<file path="config.mk">
export PLATFORM = sky130hd
export DESIGN_NAME = brs_ctrl
export DESIGN_NICKNAME = d
export VERILOG_FILES = /design/src/rtl/core/brs_pkg.sv /design/src/rtl/core/brs_ctrl.sv
export SDC_FILE = /design/constraint.sdc
export NUM_CORES = 1
export LEC_CHECK = 0
export ABC_AREA = 1
export BUFFER_PORTS_ARGS = -buffer_cell sky130_fd_sc_hd__buf_2
export CAP_MARGIN = 10
export CELL_PAD_IN_SITES_DETAIL_PLACEMENT = 1
export CELL_PAD_IN_SITES_GLOBAL_PLACEMENT = 2
export CORE_MARGIN = 3
export CORE_UTILIZATION = 24
export CTS_CLUSTER_DIAMETER = 150
export DETAILED_ROUTE_END_ITERATION = 10
export GPL_ROUTABILITY_DRIVEN = 0
export PLACE_DENSITY = 0.79
export REMOVE_ABC_BUFFERS = 1
export SYNTH_ARGS = -nofsm -noshare
export SYNTH_HDL_FRONTEND = slang
export SYNTH_SLANG_ARGS = --single-unit
</file>
<file path="constraint.sdc">
create_clock -name clock -period 2 [get_ports clock]
set_input_delay 0.2 -clock clock [delete_from_list [all_inputs] [get_ports clock]]
set_output_delay 0.2 -clock clock [all_outputs]
set_load 0.1 [all_outputs]
</file>
<file path="src/rtl/core/brs_pkg.sv">
// shared constants, operation codes, controller states and the
// command/status structs used between the controller and the datapath
// no dependencies
package brs_pkg;

   localparam int CAPACITY_BITS  = 4096;
   localparam int WORD_BITS      = 64;
   localparam int NUM_WORDS      = CAPACITY_BITS / WORD_BITS;
   localparam int WADDR_W        = $clog2(NUM_WORDS);
   localparam int OFFS_W         = $clog2(WORD_BITS);
   localparam int BYTES_PER_WORD = WORD_BITS / 8;
   localparam int BYTE_SEL_W     = $clog2(BYTES_PER_WORD);
   localparam int STORE_BYTES    = CAPACITY_BITS / 8;
   localparam int CNT_W          = WADDR_W + 1;
   localparam int PCNT_W         = OFFS_W + 1;

   localparam int OP_W       = 3;
   localparam int INDEX_W    = 12;
   localparam int NTH_W      = 13;
   localparam int ACT_W      = 10;
   localparam int POSITION_W = 12;
   localparam int COUNT_W    = 13;

   typedef enum logic [OP_W-1:0] {
      OP_TEST   = 3'd0,
      OP_SET    = 3'd1,
      OP_CLEAR  = 3'd2,
      OP_SELECT = 3'd3,
      OP_RANK   = 3'd4,
      OP_FILL   = 3'd5
   } op_type;

   typedef enum logic [2:0] {
      ST_IDLE,
      ST_RD,
      ST_RMW,
      ST_SCAN,
      ST_SEL,
      ST_FILL,
      ST_DONE
   } state_type;

   typedef struct packed {
      logic               load;
      logic               rd_en;
      logic               use_idx;
      logic [WADDR_W-1:0] addr;
      logic               rmw;
      logic               sel_step;
      logic               fill_wr;
   } cmd_type;

   typedef struct packed {
      logic found;
      logic sel_done;
      logic scan_last;
   } stat_type;

endpackage

</file>
<file path="src/rtl/core/brs_ctrl.sv">
// controller state machine: sequences read-modify-write, scans, the
// in-word select search and fill sweeps
// depends on brs_pkg
module brs_ctrl import brs_pkg::*; (
   input  logic              clock,
   input  logic              reset,
   input  logic              start,
   input  logic [OP_W-1:0]   req_op,
   input  stat_type          stat,
   output cmd_type           cmd,
   output logic              busy,
   output logic              rsp_strobe
);

   state_type          state_ff, state_in;
   logic [CNT_W-1:0]   cnt_ff, cnt_in;

   always_ff @(posedge clock) begin
      if (reset) begin
         state_ff <= ST_IDLE;
         cnt_ff   <= '0;
      end else begin
         state_ff <= state_in;
         cnt_ff   <= cnt_in;
      end
   end

   // next state and word counter
   always_comb begin
      state_in = state_ff;
      cnt_in   = cnt_ff;
      case (state_ff)
         ST_IDLE: begin
            cnt_in = '0;
            if (start) begin
               case (req_op)
                  OP_TEST, OP_SET, OP_CLEAR: state_in = ST_RD;
                  OP_SELECT, OP_RANK:        state_in = ST_SCAN;
                  OP_FILL:                   state_in = ST_FILL;
                  default:                   state_in = ST_DONE;
               endcase
            end
         end
         ST_RD: begin
            state_in = ST_RMW;
         end
         ST_RMW: begin
            state_in = ST_DONE;
         end
         ST_SCAN: begin
            if (!cnt_ff[CNT_W-1]) begin
               cnt_in = cnt_ff + 1'b1;
            end
            if (stat.found) begin
               state_in = ST_SEL;
            end else if (stat.scan_last) begin
               state_in = ST_DONE;
            end
         end
         ST_SEL: begin
            if (stat.sel_done) begin
               state_in = ST_DONE;
            end
         end
         ST_FILL: begin
            cnt_in = cnt_ff + 1'b1;
            if (cnt_ff[WADDR_W-1:0] == WADDR_W'(NUM_WORDS - 1)) begin
               state_in = ST_DONE;
            end
         end
         ST_DONE: begin
            state_in = ST_IDLE;
         end
         default: begin
            state_in = ST_IDLE;
         end
      endcase
   end

   // commands and handshake outputs
   always_comb begin
      cmd        = '0;
      cmd.addr   = cnt_ff[WADDR_W-1:0];
      busy       = 1'b1;
      rsp_strobe = 1'b0;
      case (state_ff)
         ST_IDLE: begin
            busy     = 1'b0;
            cmd.load = start;
         end
         ST_RD: begin
            cmd.rd_en   = 1'b1;
            cmd.use_idx = 1'b1;
         end
         ST_RMW: begin
            cmd.rmw = 1'b1;
         end
         ST_SCAN: begin
            cmd.rd_en = !cnt_ff[CNT_W-1];
         end
         ST_SEL: begin
            cmd.sel_step = 1'b1;
         end
         ST_FILL: begin
            cmd.fill_wr = 1'b1;
         end
         ST_DONE: begin
            rsp_strobe = 1'b1;
         end
         default: begin
            busy = 1'b1;
         end
      endcase
   end

endmodule

</file>
==> reports/metrics.cfg <==
[sta]
tns_ps = 0
setup_violations = 0
finalCritPeriodShare_pct = 90.76
max_freq_mhz = 550.9
skew_ps = 0.9245
period_needed_ps = 1815
grt_setup_unrepaired = false
slew_headroom_pct = 67.51
drv_slew = 0
tightest_slew_ps = 490.7
final-hold-violation-count = 0

[cts]
cts_resized = 0
clock_latency_ps = 260
cts_hold_buffers = 0
cts_root_buffer = clkbuf_4
clock_sinks = 10
htree_levels = 1
clock_path_buffers = 2
post-cts-setup-buffers = 0
path_clk_slew_ps = 70
cts_made_buffers = 3
cts_tree = done

[placed_design]
port_buffers = 22
placed_cells = 165
dp_hpwl_um = 1693

[grt]
grt_usage_pct = 11.83
overflow = 0
grt_pass1_wl_um = 3256
antenna_found_initial = 0
grt_start_max_net_pins = 11
grt_pass1_vias = 745

[drt]
vias = 792
wire_per_inst_um = 12.04
drt_iter0_markers = 20
drtAntennaViolNets = 0
drt_pre_antenna_iters = 4
wl_um = 2022
remaining_drc_errors = 0
vias_per_cell = 4.714

[die]
rows = 19
start_util_pct = 25.60
dieArea_um2 = 3685
core_um2 = 2805
die_w_um = 60.71
ios = 23
die_h_um = 60.71

[critical_path]
critPathMaxStageDelay_ps = 490
required_ps = 1800
cp-start-kind = flip-flop
slowest_stage = buf_2
path_max_fanout = 7
worstSetupPathType = reg2out
crit_arrival_ps = 1620
endpoint_kind = primary output
crit_chain = inv_2, nand2_2, nor2_1, buf_2

[logic_synthesis]
yosysTopAreaCellShare_pct = 27.87
syn-cell-area_um2 = 718.2
synth_top_cell_by_area = dfxtp_1
syn_inst = 118
ys_seq_area_share_pct = 27.87
ys_warn_count = 0
yosys-top-cells-area = dfxtp_1 28%, nor2_1 14%, nand2_1 9.9%
syn_avg_cell_area_um2 = 6.086
ys_ff_latch = 10
yosys.cell_types.count = 18

[run_status]
status = complete, no violations

[worst_hold_path]
holdCritPathClass = in2reg

[cells_and_area]
num_antenna_cells = 0
drive_above_1_share_pct = 24.09
fin_cells = 168
area_growth_pct = 17.60
final_common_cell = nor2_1
final_cell_mix = 27 x nor2_1, 22 x buf_2, 19 x nand2_1
nNetsFinal = 150
postLayoutCoreUtil_pct = 30.11

[job]
max-cap-violations = 0

==> per-layer routing <==
| metal | vias to the layer above | wire length (um) | global-route usage (%) |
|---|---|---|---|
| met2 | 15 | 933 | 19.24 |
| li1 | 407 | - | - |
| met1 | 368 | 995 | 15.47 |
| met4 | 0 | 10 | 4.644 |
| met3 | 2 | 83 | 2.128 |
| met5 | - | 0 | 0 |
==> area by class of cell <==
type / instances / area [um^2]
Timing Repair Buffer: 22 / 110.1
Tap cell: 31 / 38.79
Sequential cell: 10 / 200.2
Clock buffer: 3 / 22.52
Inverter: 17 / 63.81
Multi-Input combinational cell: 85 / 409.1
Fill cell: 389 / 1961
==> path summary, 6_finish.rpt <==
check	from	endpoint	slack (ps)	depth (start not counted)
worst max-delay path	state_ff[1]	cmd[0]	180	4
worst min-delay path	reset	cnt_ff[6]	190	2
worst max register to register	cnt_ff[0]	cnt_ff[6]	360	9
worst min register to register	cnt_ff[0]	cnt_ff[0]	510	1
==> stage by stage <==
| stage | hold WS, ps | area [um^2] | setup WS, ps |
|---|---|---|---|
| after floorplan | 272.4 | 673.1 | -924.4 |
| after global placement | 464.8 | 822.0 | 385.5 |
| after detailed placement | 461.9 | 822.0 | 360.0 |
| after CTS | 176.0 | 844.6 | 142.6 |
| after global routing | 197.3 | 844.6 | 23.38 |
| final | 192.1 | 844.6 | 184.7 |
==> Yosys cell counts <==
cell type / count
nor2_1: 27
nand2_1: 19
inv_1: 15
nand3_1: 11
dfxtp_1: 10
a21oi_1: 8
buf_4: 6
o21ai_0: 5
nor2_2: 3
nor3_1: 3
ha_1: 2
inv_2: 2
nand2_2: 2
a211oi_1: 1
a21boi_0: 1
nand3_4: 1
o21ai_1: 1
o21bai_1: 1
==> logic make-up after synthesis <==
group           count (synthesis)  synth area share [%]
simple gates                   66                 40.59
buf+inv                        23                 15.16
compound gates                 17                 12.89
flops                          10                 27.87
fa+ha+maj                       2                 3.484
==> worst max-delay path: cells and delay by family (launching register included) <==
kind,cells,cell delay (ps)
buffers and inverters,2,630
and+or+nand+nor,2,320
DFF,1,390
==> registers in the layout, summed over array words and instances, names as in the netlist <==
| signal | count |
|---|---|
| cnt_ff | 7 |
| state_ff | 3 |
Power is left out: the tool's default activity adds up to more than one toggle a clock period on the data nets, which glitch-free logic cannot reach.
